$ cat config.mk
export PLATFORM = sky130hd
export DESIGN_NAME = residue_similarity_scorer_top
export DESIGN_NICKNAME = d
export VERILOG_FILES = /design/src/rtl/rsc_pkg.sv /design/src/rtl/rsc_classify.sv /design/src/rtl/rsc_score.sv /design/src/rtl/residue_similarity_scorer_top.sv
export SDC_FILE = /design/constraint.sdc
export NUM_CORES = 1
export LEC_CHECK = 0
export BUFFER_PORTS_ARGS = -buffer_cell sky130_fd_sc_hd__buf_2
export CAP_MARGIN = 5
export CORE_MARGIN = 2
export CORE_UTILIZATION = 60
export CTS_BUF_LIST = sky130_fd_sc_hd__clkbuf_8
export DETAILED_ROUTE_END_ITERATION = 10
export PLACE_DENSITY = 0.8
export SKIP_CTS_REPAIR_TIMING = 1
export SYNTH_ARGS = -nofsm -noshare
export SYNTH_HDL_FRONTEND = slang
export SYNTH_SLANG_ARGS = --single-unit
$ cat constraint.sdc
create_clock -name clk -period 20.6 [get_ports clk]
set_input_delay 0 -clock clk [delete_from_list [all_inputs] [get_ports clk]]
set_output_delay 0 -clock clk [all_outputs]
set_load 0.005 [all_outputs]
$ cat src/rtl/rsc_pkg.sv
// rsc_pkg: shared types, register codes and residue group tables
// for the residue similarity scorer; no dependencies
package rsc_pkg;

    // field widths fixed by the item formats
    localparam int RES_W   = 8;
    localparam int WGT_W   = 16;
    localparam int SCORE_W = 28;
    localparam int IDX_W   = 12;
    localparam int CONS_N  = 9;
    localparam int SEMI_N  = 11;

    // largest candidate number that fits the index field
    localparam int INDEX_MAX = 4095;

    // saturation bound of the running score, 2**27 - 1
    localparam logic signed [SCORE_W:0] SCORE_MAX = 29'sd134217727;

    // configuration register indexes
    localparam logic [2:0] REG_W_IDENT = 3'd0;
    localparam logic [2:0] REG_W_CONS  = 3'd1;
    localparam logic [2:0] REG_W_SEMI  = 3'd2;
    localparam logic [2:0] REG_W_MISM  = 3'd3;
    localparam logic [2:0] REG_KEEP    = 3'd4;

    // pair classes, in priority order
    typedef enum logic [1:0] {
        CLS_IDENT,
        CLS_CONS,
        CLS_SEMI,
        CLS_MISM
    } pair_class_t;

    // configuration register set
    typedef struct packed {
        logic signed [WGT_W-1:0] w_ident;
        logic signed [WGT_W-1:0] w_cons;
        logic signed [WGT_W-1:0] w_semi;
        logic signed [WGT_W-1:0] w_mism;
        logic                    keep_max;
    } cfg_t;

    // one residue pair with its run markers
    typedef struct packed {
        logic [RES_W-1:0] first_residue;
        logic [RES_W-1:0] second_residue;
        logic             new_search;
        logic             last_pair;
    } pair_t;

    // conservative groups: NDEQ NEQK STA MILV QHRK NHQK FYW HY MILF (bit 0 first)
    function automatic logic [CONS_N-1:0] cons_bits(input logic [RES_W-1:0] b);
        logic [CONS_N-1:0] bits;
        case (b)
            8'h41:   bits = 9'b000000100; // A
            8'h44:   bits = 9'b000000001; // D
            8'h45:   bits = 9'b000000011; // E
            8'h46:   bits = 9'b101000000; // F
            8'h48:   bits = 9'b010110000; // H
            8'h49:   bits = 9'b100001000; // I
            8'h4B:   bits = 9'b000110010; // K
            8'h4C:   bits = 9'b100001000; // L
            8'h4D:   bits = 9'b100001000; // M
            8'h4E:   bits = 9'b000100011; // N
            8'h51:   bits = 9'b000110011; // Q
            8'h52:   bits = 9'b000010000; // R
            8'h53:   bits = 9'b000000100; // S
            8'h54:   bits = 9'b000000100; // T
            8'h56:   bits = 9'b000001000; // V
            8'h57:   bits = 9'b001000000; // W
            8'h59:   bits = 9'b011000000; // Y
            default: bits = '0;
        endcase
        return bits;
    endfunction

    // semi-conservative groups: SAG ATV CSA SGND STPA STNK NEQHRK NDEQHK
    // SNDEQK HFY FVLIM (bit 0 first)
    function automatic logic [SEMI_N-1:0] semi_bits(input logic [RES_W-1:0] b);
        logic [SEMI_N-1:0] bits;
        case (b)
            8'h41:   bits = 11'b00000010111; // A
            8'h43:   bits = 11'b00000000100; // C
            8'h44:   bits = 11'b00110001000; // D
            8'h45:   bits = 11'b00111000000; // E
            8'h46:   bits = 11'b11000000000; // F
            8'h47:   bits = 11'b00000001001; // G
            8'h48:   bits = 11'b01011000000; // H
            8'h49:   bits = 11'b10000000000; // I
            8'h4B:   bits = 11'b00111100000; // K
            8'h4C:   bits = 11'b10000000000; // L
            8'h4D:   bits = 11'b10000000000; // M
            8'h4E:   bits = 11'b00111101000; // N
            8'h50:   bits = 11'b00000010000; // P
            8'h51:   bits = 11'b00111000000; // Q
            8'h52:   bits = 11'b00001000000; // R
            8'h53:   bits = 11'b00100111101; // S
            8'h54:   bits = 11'b00000110010; // T
            8'h56:   bits = 11'b10000000010; // V
            8'h59:   bits = 11'b01000000000; // Y
            default: bits = '0;
        endcase
        return bits;
    endfunction

endpackage

$ cat src/rtl/rsc_classify.sv
// rsc_classify: classes one residue pair as identical, conservative,
// semi-conservative or mismatch; depends on rsc_pkg
module rsc_classify (
    input  logic [rsc_pkg::RES_W-1:0] first_residue,
    input  logic [rsc_pkg::RES_W-1:0] second_residue,
    output rsc_pkg::pair_class_t      pair_class
);
    import rsc_pkg::*;

    logic cons_hit;
    logic semi_hit;

    // shared group membership of both letters
    assign cons_hit = |(cons_bits(first_residue) & cons_bits(second_residue));
    assign semi_hit = |(semi_bits(first_residue) & semi_bits(second_residue));

    // priority: equal bytes, then conservative, then semi-conservative
    always_comb
    begin
        if (first_residue == second_residue)
            pair_class = CLS_IDENT;
        else if (cons_hit)
            pair_class = CLS_CONS;
        else if (semi_hit)
            pair_class = CLS_SEMI;
        else
            pair_class = CLS_MISM;
    end

endmodule

$ cat src/rtl/rsc_score.sv
// rsc_score: running score, best-candidate tracking and result register
// depends on rsc_pkg and rsc_classify
module rsc_score #(
    parameter int MAX_CANDIDATES = 4096
) (
    input  logic                  clk,
    input  logic                  rst_n,
    input  rsc_pkg::cfg_t         cfg,
    input  rsc_pkg::pair_t        pair,
    input  logic                  step_en,
    input  logic                  m_tready,
    output logic                  m_tvalid,
    output logic [71:0]           m_tdata,
    output logic                  m_tuser
);
    import rsc_pkg::*;

    localparam int LIMIT_RAW = MAX_CANDIDATES - 1;
    localparam int CNT_LIMIT = (LIMIT_RAW > INDEX_MAX) ? INDEX_MAX : LIMIT_RAW;
    localparam int CNT_W     = (CNT_LIMIT > 0) ? $clog2(CNT_LIMIT + 1) : 1;
    localparam int PAD_W     = 72 - 2 * SCORE_W - IDX_W;

    pair_class_t                pair_class;
    logic signed [WGT_W:0]      delta;
    logic signed [SCORE_W-1:0]  base;
    logic signed [SCORE_W:0]    sum;
    logic signed [SCORE_W-1:0]  score;
    logic                       best_valid_eff;
    logic [CNT_W-1:0]           count_eff;
    logic                       better;
    logic                       changed;

    logic signed [SCORE_W-1:0]  running_reg, running_next;
    logic signed [SCORE_W-1:0]  kept_reg, kept_next;
    logic [CNT_W-1:0]           kept_idx_reg, kept_idx_next;
    logic [CNT_W-1:0]           count_reg, count_next;
    logic                       best_valid_reg, best_valid_next;
    logic                       out_valid_reg, out_valid_next;
    logic signed [SCORE_W-1:0]  cand_out_reg;
    logic signed [SCORE_W-1:0]  best_out_reg;
    logic [IDX_W-1:0]           idx_out_reg;
    logic                       changed_out_reg;

    rsc_classify u_classify (
        .first_residue  (pair.first_residue),
        .second_residue (pair.second_residue),
        .pair_class     (pair_class)
    );

    // weight selected by class, negated for the subtracting classes
    always_comb
    begin
        case (pair_class)
            CLS_IDENT: delta = {cfg.w_ident[WGT_W-1], cfg.w_ident};
            CLS_CONS:  delta = -{cfg.w_cons[WGT_W-1], cfg.w_cons};
            CLS_SEMI:  delta = -{cfg.w_semi[WGT_W-1], cfg.w_semi};
            default:   delta = -{cfg.w_mism[WGT_W-1], cfg.w_mism};
        endcase
    end

    // a new search drops the partial candidate, the best and the count
    assign base           = pair.new_search ? '0 : running_reg;
    assign best_valid_eff = pair.new_search ? 1'b0 : best_valid_reg;
    assign count_eff      = pair.new_search ? '0 : count_reg;

    // accumulate and saturate
    always_comb
    begin
        sum = {base[SCORE_W-1], base} + {{(SCORE_W - WGT_W){delta[WGT_W]}}, delta};
        if (sum > SCORE_MAX)
            score = SCORE_MAX[SCORE_W-1:0];
        else if (sum < -SCORE_MAX)
            score = SCORE_W'(-SCORE_MAX);
        else
            score = sum[SCORE_W-1:0];
    end

    // strict compare, so ties keep the earlier candidate
    assign better  = cfg.keep_max ? (score > kept_reg) : (score < kept_reg);
    assign changed = !best_valid_eff || better;

    // state update when a pair is consumed
    always_comb
    begin
        running_next    = running_reg;
        kept_next       = kept_reg;
        kept_idx_next   = kept_idx_reg;
        count_next      = count_reg;
        best_valid_next = best_valid_reg;
        if (step_en)
        begin
            running_next    = pair.last_pair ? '0 : score;
            count_next      = count_eff;
            best_valid_next = best_valid_eff;
            if (pair.last_pair)
            begin
                if (changed)
                begin
                    kept_next       = score;
                    kept_idx_next   = count_eff;
                    best_valid_next = 1'b1;
                end
                if (count_eff < CNT_W'(CNT_LIMIT))
                    count_next = count_eff + 1'b1;
            end
        end
    end

    // result register: loads on a last pair, empties on a transfer
    always_comb
    begin
        if (step_en && pair.last_pair)
            out_valid_next = 1'b1;
        else if (m_tready)
            out_valid_next = 1'b0;
        else
            out_valid_next = out_valid_reg;
    end

    always_ff @(posedge clk or negedge rst_n)
    begin
        if (!rst_n)
        begin
            running_reg    <= '0;
            kept_reg       <= '0;
            kept_idx_reg   <= '0;
            count_reg      <= '0;
            best_valid_reg <= 1'b0;
            out_valid_reg  <= 1'b0;
        end
        else
        begin
            running_reg    <= running_next;
            kept_reg       <= kept_next;
            kept_idx_reg   <= kept_idx_next;
            count_reg      <= count_next;
            best_valid_reg <= best_valid_next;
            out_valid_reg  <= out_valid_next;
        end
    end

    // result payload
    always_ff @(posedge clk)
    begin
        if (step_en && pair.last_pair)
        begin
            cand_out_reg    <= score;
            best_out_reg    <= changed ? score : kept_reg;
            idx_out_reg     <= changed ? IDX_W'(count_eff) : IDX_W'(kept_idx_reg);
            changed_out_reg <= changed;
        end
    end

    assign m_tvalid = out_valid_reg;
    assign m_tdata  = {{PAD_W{1'b0}}, idx_out_reg, best_out_reg, cand_out_reg};
    assign m_tuser  = changed_out_reg;

endmodule

$ cat src/rtl/residue_similarity_scorer_top.sv
// residue_similarity_scorer_top: input register, configuration registers
// and stream handshake; depends on rsc_pkg and rsc_score
//
// Usage:
//   s_* carries one aligned residue pair per transfer. s_tlast marks the
//   final pair of a candidate, s_tuser flags the first pair of a new search.
//   m_* carries one result per finished candidate: its score, the best
//   score of the search so far, the best candidate number and a flag that
//   says this candidate became the best.
//   Weights and the keep-maximum mode are written through cfg_wen, cfg_index
//   and cfg_wdata; the user does so only while idle, the block does not check.
// Timing:
//   one pair per cycle unless a last pair waits on a busy result slot; the
//   running score is a single saturating add, updated as a pair leaves the
//   input register, where a last pair then loads the result behind m_tvalid.
// Reset:
//   clears both registers stages, the running score, the best and the
//   candidate count; weights go to 0 and keep-maximum to 1.
// Stall:
//   while a result waits, pairs that end no candidate keep flowing; a last
//   pair holds in the input register until the result register frees up.
module residue_similarity_scorer_top #(
    parameter int MAX_CANDIDATES = 4096
) (
    input  logic        clk,
    input  logic        rst_n,
    // configuration write port
    input  logic        cfg_wen,
    input  logic [2:0]  cfg_index,
    input  logic [15:0] cfg_wdata,
    // pair stream
    input  logic        s_tvalid,
    output logic        s_tready,
    input  logic [15:0] s_tdata,   // first_residue[7:0], second_residue[15:8]
    input  logic        s_tuser,   // new_search
    input  logic        s_tlast,   // last_pair
    // result stream
    output logic        m_tvalid,
    input  logic        m_tready,
    output logic [71:0] m_tdata,   // candidate_score[27:0], best_score[55:28],
                                   // best_index[67:56], zero pad[71:68]
    output logic        m_tuser    // best_changed
);
    import rsc_pkg::*;

    cfg_t  cfg_reg, cfg_next;
    pair_t pair_reg;
    logic  pair_valid_reg, pair_valid_next;
    logic  out_free;
    logic  step_en;
    logic  in_xfer;

    // configuration registers
    always_comb
    begin
        cfg_next = cfg_reg;
        if (cfg_wen)
        begin
            unique case (cfg_index)
                REG_W_IDENT: cfg_next.w_ident  = cfg_wdata;
                REG_W_CONS:  cfg_next.w_cons   = cfg_wdata;
                REG_W_SEMI:  cfg_next.w_semi   = cfg_wdata;
                REG_W_MISM:  cfg_next.w_mism   = cfg_wdata;
                REG_KEEP:    cfg_next.keep_max = cfg_wdata[0];
                default:     cfg_next = cfg_reg;
            endcase
        end
    end

    always_ff @(posedge clk or negedge rst_n)
    begin
        if (!rst_n)
        begin
            cfg_reg.w_ident  <= '0;
            cfg_reg.w_cons   <= '0;
            cfg_reg.w_semi   <= '0;
            cfg_reg.w_mism   <= '0;
            cfg_reg.keep_max <= 1'b1;
        end
        else
        begin
            cfg_reg <= cfg_next;
        end
    end

    // a pair leaves the input register unless it needs a busy result slot
    assign out_free = !m_tvalid || m_tready;
    assign step_en  = pair_valid_reg && (out_free || !pair_reg.last_pair);
    assign s_tready = !pair_valid_reg || step_en;
    assign in_xfer  = s_tvalid && s_tready;

    always_comb
    begin
        if (in_xfer)
            pair_valid_next = 1'b1;
        else if (step_en)
            pair_valid_next = 1'b0;
        else
            pair_valid_next = pair_valid_reg;
    end

    always_ff @(posedge clk or negedge rst_n)
    begin
        if (!rst_n)
            pair_valid_reg <= 1'b0;
        else
            pair_valid_reg <= pair_valid_next;
    end

    // input payload register
    always_ff @(posedge clk)
    begin
        if (in_xfer)
        begin
            pair_reg.first_residue  <= s_tdata[7:0];
            pair_reg.second_residue <= s_tdata[15:8];
            pair_reg.new_search     <= s_tuser;
            pair_reg.last_pair      <= s_tlast;
        end
    end

    rsc_score #(
        .MAX_CANDIDATES (MAX_CANDIDATES)
    ) u_score (
        .clk      (clk),
        .rst_n    (rst_n),
        .cfg      (cfg_reg),
        .pair     (pair_reg),
        .step_en  (step_en),
        .m_tready (m_tready),
        .m_tvalid (m_tvalid),
        .m_tdata  (m_tdata),
        .m_tuser  (m_tuser)
    );

endmodule

Yosys cells after proc, flatten, opt, wreduce, memory -nomap -nowiden
Cells that the tools add are included.
W data, S select, Z words.
{"block": "classes", "add_sub_neg": 5, "magnitude_cmp": 5, "n_eq_ne": 47, "n_mux": 25, "bitwise": 2, "reduce_logical": 29}
{"op": "$pmux W11 S16", "n": 2}
{"op": "$eq A8 B7 Y1 const B", "n": 40}
{"op": "$pmux W9 S13", "n": 2}
{"op": "$mux W28", "n": 5}
{"op": "$neg A17 Y17", "n": 3}
{"op": "$pmux W17 S3", "n": 1}
{"op": "$mux W12", "n": 4}
{"op": "$add A28 B17 Y29", "n": 1}
{"op": "$gt A29 B28 Y1 const B", "n": 1}
{"op": "$lt A29 B28 Y1 const B", "n": 1}
{"op": "$gt A28 B28 Y1", "n": 1}
{"op": "$lt A28 B28 Y1", "n": 1}
{"op": "$add A12 B1 Y12 const B", "n": 1}
{"op": "$lt A12 B12 Y1 const B", "n": 1}
{"op": "$reduce_and A2 Y1", "n": 6}
{"op": "$reduce_or A3 Y1", "n": 4}
{"op": "$and A11 B11 Y11", "n": 1}
{"op": "$reduce_or A11 Y1", "n": 1}
{"op": "$and A9 B9 Y9", "n": 1}
{"op": "$mux W1", "n": 9}
{"op": "$reduce_or A9 Y1", "n": 1}
{"op": "$eq A8 B8 Y1", "n": 1}
{"op": "$eq A3 B2 Y1 const B", "n": 2}
{"op": "$logic_not A1 Y1", "n": 4}
{"op": "11 further kinds", "n": 19}
{"block": "totals", "reg_bits": 235, "inputBits": 42, "out_inout_bits": 75}

Longest topological paths before layout
Gate-level depths: netlist (run 1).
{"block": "logic_depth", "word_depth": 19, "depth_mapped": 38, "ltp_nobuf": 31}

Cells and area by module
From an unflattened synthesis (run 1), not the netlist that was laid out.
{"block": "unflattened", "hier_cells": 1359, "area_unflattened_um2": 14511.4}
{"module": "rsc_score", "n_inst": 1, "cells_per_inst": 1000, "area_per_inst_um2": 10103.4, "seq_area_each_um2": 4124.0}
{"module": "residue_similarity_scorer_top", "n_inst": 1, "cells_per_inst": 165, "area_per_inst_um2": 3103.0, "seq_area_each_um2": 2193.4}
{"module": "rsc_classify", "n_inst": 1, "cells_per_inst": 194, "area_per_inst_um2": 1305.0, "seq_area_each_um2": 0.0}

Worst setup path before layout (run 1)
No wires, ideal clock.
{"block": "synth_path", "path_kind": "flip-flop to flip-flop", "from": "reg pair_reg[11] (netlist name)", "to": "reg u_score.kept_reg[10]", "arrival_ps": 8407, "slack_ps": 12061, "path_stages_with_launch": 36, "path_buffers": 7, "synth_period_minus_slack_ps": 8539, "cell_sequence": "edfxtp_1 -> buf_2 -> buf_1 -> nor2_1 -> o21ai_0 -> nand2_1 -> a221o_1 -> nor4b_1 -> a21oi_1 -> or3_1 -> clkbuf_1 -> o221a_2 -> ha_1 -> fa_1 -> a211oi_2 -> o211ai_2 -> a21boi_2 -> a2111oi_1 -> or4_1 -> a211o_1 -> or4_1 -> o31ai_4 -> buf_4 -> buf_6 -> nor2_1 -> ha_1 -> a211oi_1 -> o21bai_1 -> a2111oi_0 -> o211ai_1 -> a21oi_1 -> a211oi_1 -> a311oi_1 -> clkbuf_1 -> clkbuf_1 -> o22ai_1"}
{"block": "synth_between", "elab_chain_len": 18, "elab_cells_between_ends": 47, "classes_between": "1 x add/sub; 4 x order compare; 23 x eq/ne; 10 x mux; 2 x bitwise; 7 x reduce/logical"}
{"item": "$eq A8 B7 Y1", "line_no": "rsc_pkg.sv:54, rsc_pkg.sv:81"}
{"item": "$reduce_or A3 Y1 (no line) / $reduce_or A2 Y1 (equally long branches)"}
{"item": "$pmux W11 S16", "line_no": "rsc_pkg.sv:81", "source": "case (b)"}
{"item": "$and A11 B11 Y11", "line_no": "rsc_classify.sv:15", "source": "assign semi_hit = |(semi_bits(first_residue) & semi_bits(second_residue));"}
{"item": "$reduce_or A11 Y1", "line_no": "rsc_classify.sv:15"}
{"item": "$mux W1", "line_no": "rsc_classify.sv:24", "source": "else if (semi_hit)"}
{"item": "$mux W2", "line_no": "rsc_classify.sv:22", "source": "else if (cons_hit)"}
{"item": "$mux W2 *", "line_no": "rsc_classify.sv:20", "source": "if (first_residue == second_residue)"}
{"item": "[3 not listed]"}
{"item": "$lt A29 B28 Y1", "line_no": "rsc_score.sv:72", "source": "else if (sum < -SCORE_MAX)"}
{"item": "$mux W28", "line_no": "rsc_score.sv:72"}
{"item": "$mux W28 *", "line_no": "rsc_score.sv:70", "source": "if (sum > SCORE_MAX)"}
{"item": "via u_score.score[5]", "line_no": "rsc_score.sv:27", "source": "logic signed [SCORE_W-1:0] score;"}
{"item": "$lt A28 B28 Y1 / $gt A28 B28 Y1 (equally long branches)", "line_no": "rsc_score.sv:79", "source": "assign better = cfg.keep_max ? (score > kept_reg) : (score < kept_reg);"}
{"item": "$mux W1 *", "line_no": "rsc_score.sv:79"}
{"item": "$logic_or A1 B1 Y1 *", "line_no": "rsc_score.sv:80", "source": "assign changed = !best_valid_eff || better;"}
{"item": "$mux W28 *"}
{"item": "end signal: assignment", "line_no": "rsc_score.sv:134", "source": "kept_reg <= kept_next;"}
{"item": "end: declaration", "line_no": "rsc_score.sv:34", "source": "logic signed [SCORE_W-1:0] kept_reg, kept_next;"}
Mark *: on every way through the listed nets, which the timed path passes. The rest lies on a longest branch.
A chain may end at the register's enable or synchronous reset.

Worst setup path in the final report (run 1)
{"block": "layout_path", "from": "reg pair_reg[10] (netlist name)", "to": "reg u_score.kept_reg[9]"}
{"block": "layout_between", "elab_chain_len": 18, "elab_cells_between_ends": 47, "classes_between": "1 x add/sub; 4 x order compare; 23 x eq/ne; 10 x mux; 2 x bitwise; 7 x reduce/logical"}
{"item": "$eq A8 B7 Y1", "line_no": "rsc_pkg.sv:54, rsc_pkg.sv:81"}
{"item": "$reduce_or A3 Y1 (no line) / $reduce_or A2 Y1 (equally long branches)"}
{"item": "$pmux W11 S16", "line_no": "rsc_pkg.sv:81"}
{"item": "$and A11 B11 Y11", "line_no": "rsc_classify.sv:15"}
{"item": "$reduce_or A11 Y1", "line_no": "rsc_classify.sv:15"}
{"item": "$mux W1", "line_no": "rsc_classify.sv:24"}
{"item": "$mux W2", "line_no": "rsc_classify.sv:22"}
{"item": "$mux W2 *", "line_no": "rsc_classify.sv:20"}
{"item": "[3 not listed]"}
{"item": "$lt A29 B28 Y1", "line_no": "rsc_score.sv:72"}
{"item": "$mux W28", "line_no": "rsc_score.sv:72"}
{"item": "$mux W28 *", "line_no": "rsc_score.sv:70"}
{"item": "via u_score.score[25]", "line_no": "rsc_score.sv:27"}
{"item": "$lt A28 B28 Y1 / $gt A28 B28 Y1 (equally long branches)", "line_no": "rsc_score.sv:79"}
{"item": "$mux W1 *", "line_no": "rsc_score.sv:79"}
{"item": "$logic_or A1 B1 Y1 *", "line_no": "rsc_score.sv:80"}
{"item": "$mux W28 *"}
Marks and branches as above.

==> implementation parameters, run 1 <==
Parameter                              Value

Layout
  Multi-input gate area in the final layout ... 7450 um2
  Non-Filler Cell Area, Final ... 16300 um2
  Area growth from synthesis to layout ... 14.0%
  Share of post-route cells with drive strength above 1 ... 17.0%
  Filler cell count in the final layout ... approximately 1800
  Footprint of the flip-flops and latches ... 6320 um2
  Number of flip-flops in the largest register ... 65
  Final net count ... 1711
  Share of the core filled with cells ... 69.6%

Critical path
  Biggest fanout along the worst timing path ... 75
  RR Endpoint ... u_score.kept_reg[9]
  Launch point of the worst reg-to-reg path ... pair_reg[10]
  Critical Path Start Type ... flop
  Arr. time, crit path ... about 12000 ps
  Setup slack of the worst register-to-register path ... 9300 ps
  Req. time, crit path ... 20990 ps
  Kind of critical path ... flop to flop
  Cell count of the worst reg-to-reg path ... 31
  CP endpoint kind ... flop
  Worst Setup SP ... pair_reg[10]
  CP max-delay cell ... edfxtp_1
  Worst path max stage delay ... 790 ps

Timing
  Portion of the clock cycle consumed by the worst path in the final layout ... approximately 55%
  Final Hold Viols ... 0
  Aggregate negative setup slack ... 0 ps
  Highest clock frequency the design can meet ... 0.0885 GHz
  Fin Hold WS ... 59.5 ps
  Final number of setup-violating endpoints ... 0
  Worst-Margin Slew ... 1050 ps
  Final worst path period need ... 11300 ps
  Relative max-transition margin ... between 20 and 30%
  Worst clock skew ... 21.1 ps
  Setup repair after global routing missed its margin ... false
  Pins over their slew limit ... 0

Clocking
  Longest Clk Path Bufs ... 3
  Depth of the CTS H-tree ... 2
  Skew-Pair Late Insertion Delay ... 560 ps
  Num Clock Sinks ... 235
  Number of buffers inserted during clock tree synthesis ... 40
  Clock tree from TritonCTS ... yes
  Clock-pin slew on the worst setup and hold paths ... 60 ps
  Clock Tree Root ... clkbuf_8

Pwr
  Leak Pwr ... 6.70 nW
  Power density normalized to cell area ... between 100 and 150 nW/um2
  Peak supply drop ... around 0.074 mV
  Total Power ... about 0.0024 W

Floorplanning
  Die Width ... 159 um
  Die extent in y ... roughly 160 um
  Placeable core area ... 23500 um2
  Number of standard-cell rows in the floorplan ... 56
  I/O pin total ... 117
  Initial standard-cell utilization of the core ... 61.0%
  Area of the die ... 25100 um2

Drt
  Routed len/inst ... 19.4 um
  Number of remaining DRC errors ... 0
  Total Wirelength ... 38.0 mm
  Antenna violation net count after detailed routing ... 0
  Detail-routed via count per cell ... roughly 6.2
  First-iteration detailed-routing DRC count ... 1045
  Detailed-route via count ... approximately 12000
  TritonRoute pass-1 iters ... 5

Logic synthesis
  Synthesized netlist cell count ... 1487
  EDFF count, synth ... 87
  Portion of the post-synthesis area used by sequential elements ... 44.1%
  Most used DFF post-synth ... dfrtp_1
  Share of synthesized flip-flops with an asynchronous set or reset ... 63.0%
  Cell Area, Synth ... 14300 um2
  Synth warnings ... 0
  Synthesized area divided by synthesized cell count ... 9.63 um2
  Synthesized flop and latch total ... 235
  Unique masters post-synth ... 85

Global route
  Via count of the first global-routing pass ... between 10000 and 15000
  Global-route usage over all layers ... 29.5%
  Number of antenna violations at the first check in global routing ... 1
  Wire length of the first global-routing pass ... 58.5 mm
  Sum of overflow across all layers after global routing ... 0
  Pin count of the biggest net entering global routing ... 78

Placed design
  Total half-perimeter wirelength after legalization and detailed placement ... between 20 and 30 mm
  Final Wtd Congestion ... 0.990
  Port buffer count ... 112
  Cell area after placement ... 15000 um2

Status
  Result of the run ... finished, final reports clean

Run
  Max-cap violation count ... 0

Worst hold path
  Worst hold-check path type ... input port to async pin
-- cell families (layout without fill, tap and decap cells) --
logic type	Yosys count	count (layout)	share of synthesized area, %
compound gates	395	395	17.9
xor+xnor	75	75	4.59
simple gates	496	496	17.5
other cells	1	5	0.0262
flops	235	235	44.1
mux	80	80	6.21
buf+inv	141	290	4.12
fa+ha+maj	64	64	5.59
-- layer usage --
layer	GRT usage, %	up-vias	part of all wire, %
met5	0	-	0
met4	11.8	0	3.5
met3	4.27	95	6.4
met2	47.3	494	47
met1	40.8	5866	43
li1	-	5692	-
-- worst max path at each step --
| stage | cells after the start | slack, ps | end |
|---|---|---|---|
| after CTS | 31 | 9550 | u_score.kept_idx_reg[11] |
| after floorplan | 35 | 12060 | u_score.kept_reg[10] |
| final | 31 | 9300 | u_score.kept_reg[9] |
| after global placement | 31 | 9980 | u_score.kept_idx_reg[8] |
| after global routing | 31 | 8400 | u_score.kept_idx_reg[6] |
| after detailed placement | 31 | 9610 | u_score.kept_idx_reg[11] |
-- per-stage QoR --
stage / worst slack, ps / cells
floorplan: 12060 / 1490
global placement: 9980 / 1844
detailed placement: 9610 / 1844
CTS: 9550 / 1917
global route: 8400 / 1959
finish: 9300 / 1959
-- critical path, delay by kind of cell (launching register included) --
family                   cells  cell delay (ps)
AO/OA/AOI/OAI               14             3580
adder cells (fa/ha/maj)      3             1030
buffers and inverters        2             1290
flip-flops                   1              790
AND/OR/NAND/NOR             12             4420
-- Yosys cell counts, types with 4 or more instances --
cell type	instances	area share, %
a211o_1	8	0.49
nand4b_1	4	0.24
mux2i_1	9	0.63
edfxtp_1	87	18
or4_1	7	0.37
nor3b_1	9	0.47
inv_1	50	1.3
a21oi_1	66	2.3
o21ai_0	125	4.4
and4_1	5	0.31
and2_1	14	0.61
o211ai_1	12	0.63
nand3_1	38	1.3
a2111oi_0	5	0.31
clkbuf_1	59	1.5
nor2_1	86	2.3
or3_1	12	0.52
a21o_1	13	0.68
nand2_1	154	4.0
o22ai_1	36	1.6
nand2b_1	30	1.3
o31ai_1	39	2.0
xor2_1	36	2.2
ha_1	60	5.2
buf_1	8	0.21
xnor2_1	39	2.4
o21a_1	9	0.47
buf_4	6	0.31
nor3_1	30	1.0
a31oi_1	9	0.39
nor4_1	14	0.61
buf_2	13	0.45
and3_1	8	0.35
a211oi_1	12	0.63
nand4_1	14	0.61
o21bai_1	4	0.21
nor2b_1	48	2.1
and3b_1	5	0.31
mux2_2	71	5.6
a22oi_1	5	0.26
nand3b_1	8	0.42
dfrtp_1	147	26
-- cell usage in the layout, fill, tap and decap left out, drive strengths merged, types with 30 or more instances in the layout --
cell,synthesis,final
nand2,154,154
dfrtp,147,147
o21ai,128,128
buf,30,124
edfxtp,87,87
nor2,86,86
mux2,71,71
a21oi,67,67
inv,51,64
ha,60,60
nor2b,48,48
clkbuf,59,47
dlygate4sd3,0,41
o31ai,41,41
xnor2,39,39
nand3,38,38
xor2,36,36
o22ai,36,36
nand2b,30,30
nor3,30,30
-- power by group --
part	leakage, nW	internal, W	switching, W
combinational	3.52	0.000433	0.000733
sequential	2.68	0.000666	0.0000817
clock	0.499	0.000273	0.000200
total	6.70	0.00137	0.00101
-- layout make-up --
class | instances | share of cell area, %
antenna | 1 | 0.0153
clock buffer | 47 | 3.96
clock inverter | 26 | 1.59
inverter | 52 | 1.19
multi-input combinational | 1114 | 45.6
sequential | 235 | 38.7
tap | 319 | 2.44
timing repair buffer | 165 | 6.53
Power figures use the tool's default switching activity.
==> run 2, diff against run 1 <==
==> constraint.sdc (replaced) <==
create_clock -name clk -period 10.55 [get_ports clk]
set_input_delay 0 -clock clk [delete_from_list [all_inputs] [get_ports clk]]
set_output_delay 0 -clock clk [all_outputs]
set_load 0.005 [all_outputs]
==> run 2 against run 1 <==
Clock power grew 67%. Clock-buffer cell count shrank 1. Routed wire length shrank 0.53%. Sequential cell count is the same. Combinational power grew 98%. Critical path depth grew 2. Sequential power grew 95%. Critical path type unchanged. Largest power group unchanged. Highest routed layer unchanged.
==> implementation parameters, run 2 (synthesis gave the netlist of run 1 again) <==
Parameter                              Value

Timing
  Worst-Margin Slew ... 985 ps (was 1050 ps)
  Pins over their slew limit ... 0 (unchanged)
  Portion of the clock cycle consumed by the worst path in the final layout ... 94.3% (was 54.9%)
  Final worst path period need ... 9950 ps (was 11300 ps)
  Slack of the critical path ... 598 ps (was 9300 ps)
  Worst clock skew ... 47.5 ps (was 21.1 ps)
  Final Hold Viols ... 0 (unchanged)
  Highest clock frequency the design can meet ... 0.100 GHz (was 0.0885 GHz)
  Final number of setup-violating endpoints ... 0 (unchanged)
  Relative max-transition margin ... 34.1% (was 29.0%)

Critical path
  Req. time, crit path ... 10820 ps (was 20990 ps)
  Critical Path Start Type ... flop (unchanged)
  Cell count of the worst reg-to-reg path ... 33 (was 31)
  Arr. time, crit path ... 10220 ps (was 11690 ps)
  RR Endpoint ... u_score.best_out_reg[14] (was u_score.kept_reg[9])
  Kind of critical path ... flop to flop (unchanged)
  CP max-delay cell ... or3_1 (was edfxtp_1)
  Biggest fanout along the worst timing path ... 19 (was 75)
  Setup slack of the worst register-to-register path ... 600 ps (was 9300 ps)
  Launch point of the worst reg-to-reg path ... pair_reg[3] (was pair_reg[10])
  CP endpoint kind ... flop (unchanged)
  Worst path max stage delay ... 640 ps (was 790 ps)

Floorplanning
  Placeable core area ... 23500 um2 (unchanged)
  Initial standard-cell utilization of the core ... 61.0% (unchanged)
  I/O pin total ... 117 (unchanged)
  Area of the die ... 25100 um2 (unchanged)
  Die extent in y ... 159 um (unchanged)
  Die Width ... 159 um (unchanged)
  Number of standard-cell rows in the floorplan ... 56 (unchanged)

Pwr
  Combinational power share ... 50.7% (was 48.8%)
  Leak Pwr ... 6.77 nW (was 6.70 nW)
  Net Switching ... 0.00196 W (was 0.00101 W)
  Power density normalized to cell area ... 278 nW/um2 (was 146 nW/um2)
  Share of power burned in the clock network ... 17.3% (was 19.8%)
  Peak supply drop ... 0.163 mV (was 0.0735 mV)
  Sequential fraction of design power ... 32.0% (was 31.3%)
  Int Pwr ... 0.00261 W (was 0.00137 W)
  Switching part of the total ... 42.8% (was 42.5%)

Clocking
  Longest Clk Path Bufs ... 3 (unchanged)
  Clock tree from TritonCTS ... yes (unchanged)
  Num Clock Sinks ... 235 (unchanged)
  Clock Tree Root ... clkbuf_8 (unchanged)
  Number of buffers inserted during clock tree synthesis ... 40 (unchanged)
  Clock-pin slew on the worst setup and hold paths ... 60 ps (about the same)
  Skew-Pair Late Insertion Delay ... 560 ps (about the same)
  Depth of the CTS H-tree ... 2 (unchanged)

Worst hold path
  Worst hold-check path type ... input port to async pin (unchanged)

Drt
  Number of remaining DRC errors ... 0 (unchanged)
  Detailed-route via count ... 12282 (was 12147)
  First-iteration detailed-routing DRC count ... 1089 (was 1045)
  Total Wirelength ... 37.8 mm (was 38.0 mm)
  Routed len/inst ... 19.1 um (was 19.4 um)
  TritonRoute pass-1 iters ... 5 (unchanged)
  Antenna violation net count after detailed routing ... 0 (unchanged)
  Detail-routed via count per cell ... 6.20 (about the same)

Placed design
  Port buffer count ... 112 (unchanged)
  Cell area after placement ... 15100 um2 (was 15000 um2)
  DP Worst Slack ... 413 ps (was 9610 ps)
  Final Wtd Congestion ... 0.969 (was 0.990)
  Total half-perimeter wirelength after legalization and detailed placement ... 26.1 mm (was 26.0 mm)

Layout
  Final net count ... 1733 (was 1711)
  Top library cells by usage in the layout, fill and taps aside ... nand2_1, dfrtp_1, o21ai_0, buf_2, edfxtp_1 (unchanged)
  Number of flip-flops in the largest register ... 65 (unchanged)
  Non-Filler Cell Area, Final ... 16400 um2 (was 16300 um2)
  Share of post-route cells with drive strength above 1 ... 18.0% (was 17.0%)
  Area growth from synthesis to layout ... 14.5% (was 14.0%)
  Commonest non-fill, non-tap cell in the layout ... nand2_1 (unchanged)
  Diodes inserted ... 0 (was 1)

Run
  Max-cap violation count ... 0 (unchanged)

Global route
  Number of antenna violations at the first check in global routing ... 0 (was 1)
  Sum of overflow across all layers after global routing ... 0 (unchanged)
  Via count of the first global-routing pass ... 11231 (was 11319)
  Pin count of the biggest net entering global routing ... 80 (was 78)
  Wire length of the first global-routing pass ... 57.6 mm (was 58.5 mm)
  Global-route usage over all layers ... 29.1% (was 29.5%)

Status
  Result of the run ... finished, final reports clean (unchanged)
==> run 2: cell types whose count changed in the layout (fill, tap and decap cells not counted), moves of 2 or more <==
cell / change
bufinv_16: -5
buf_4: +17
buf_12: +2
inv_1: +3
clkinv_2: +3
clkbuf_4: +2
==> run 2: power by group through the flow <==
stage               combinational, W  clock (W)  sequential [W]
floorplan                    0.00157          0         0.00143
global route                 0.00255   0.000842         0.00149
finish                       0.00232   0.000790         0.00146
detailed placement           0.00223          0         0.00147
global placement             0.00217          0         0.00146
CTS                          0.00224   0.000802         0.00146
==> run 2: worst max-delay path, delay by kind of cell (launching register included) <==
kind / cells / cell delay (ps)
buf+inv: 4 / 1190
fa+ha+maj: 3 / 960
compound gates: 14 / 3440
flops: 1 / 570
simple gates: 12 / 3490
==> run 2: per-stage QoR <==
stage | std cells | power, W | TNS, ps | util [%] | hold WS, ps
after CTS | 1930 | 0.00450 | 0 | 67.8 | -488
after global placement | 1857 | 0.00364 | 0 | 64.4 | 98.3
after global routing | 1980 | 0.00487 | -120 | 69.9 | 145
after floorplan | 1490 | 0.00299 | 0 | - | -296
final | 1980 | 0.00457 | 0 | 69.9 | 74.9
after detailed placement | 1857 | 0.00370 | 0 | 64.4 | 99.7
==> run 2: cell type report <==
type / count / area [um2]
Multi-Input combinational cell: 1114 / 7450
Fill cell: 1755 / 7070
Sequential cell: 235 / 6320
Timing Repair Buffer: 187 / 1260
Clock buffer: 46 / 633
Tap cell: 319 / 399
Inverter: 52 / 199
Clock inverter: 27 / 144
==> run 2: worst max-delay path by stage <==
stage | end | startpoint | slack [ps]
after floorplan | u_score.kept_reg[10] | pair_reg[11] | 2010
after global placement | u_score.kept_idx_reg[8] | pair_reg[6] | 680
after detailed placement | u_score.kept_idx_reg[11] | pair_reg[10] | 410
after CTS | u_score.kept_idx_reg[11] | pair_reg[10] | 370
after global routing | u_score.best_out_reg[20] | pair_reg[3] | -50
final | u_score.best_out_reg[14] | pair_reg[3] | 600
==> run 2: layer usage <==
metal	up-vias	wire length (um)	global-route usage [%]
met3	81	2610	4.00
met5	-	0	0
met1	5940	15900	40.5
met4	0	1150	9.74
li1	5746	-	-
met2	515	18100	47.2
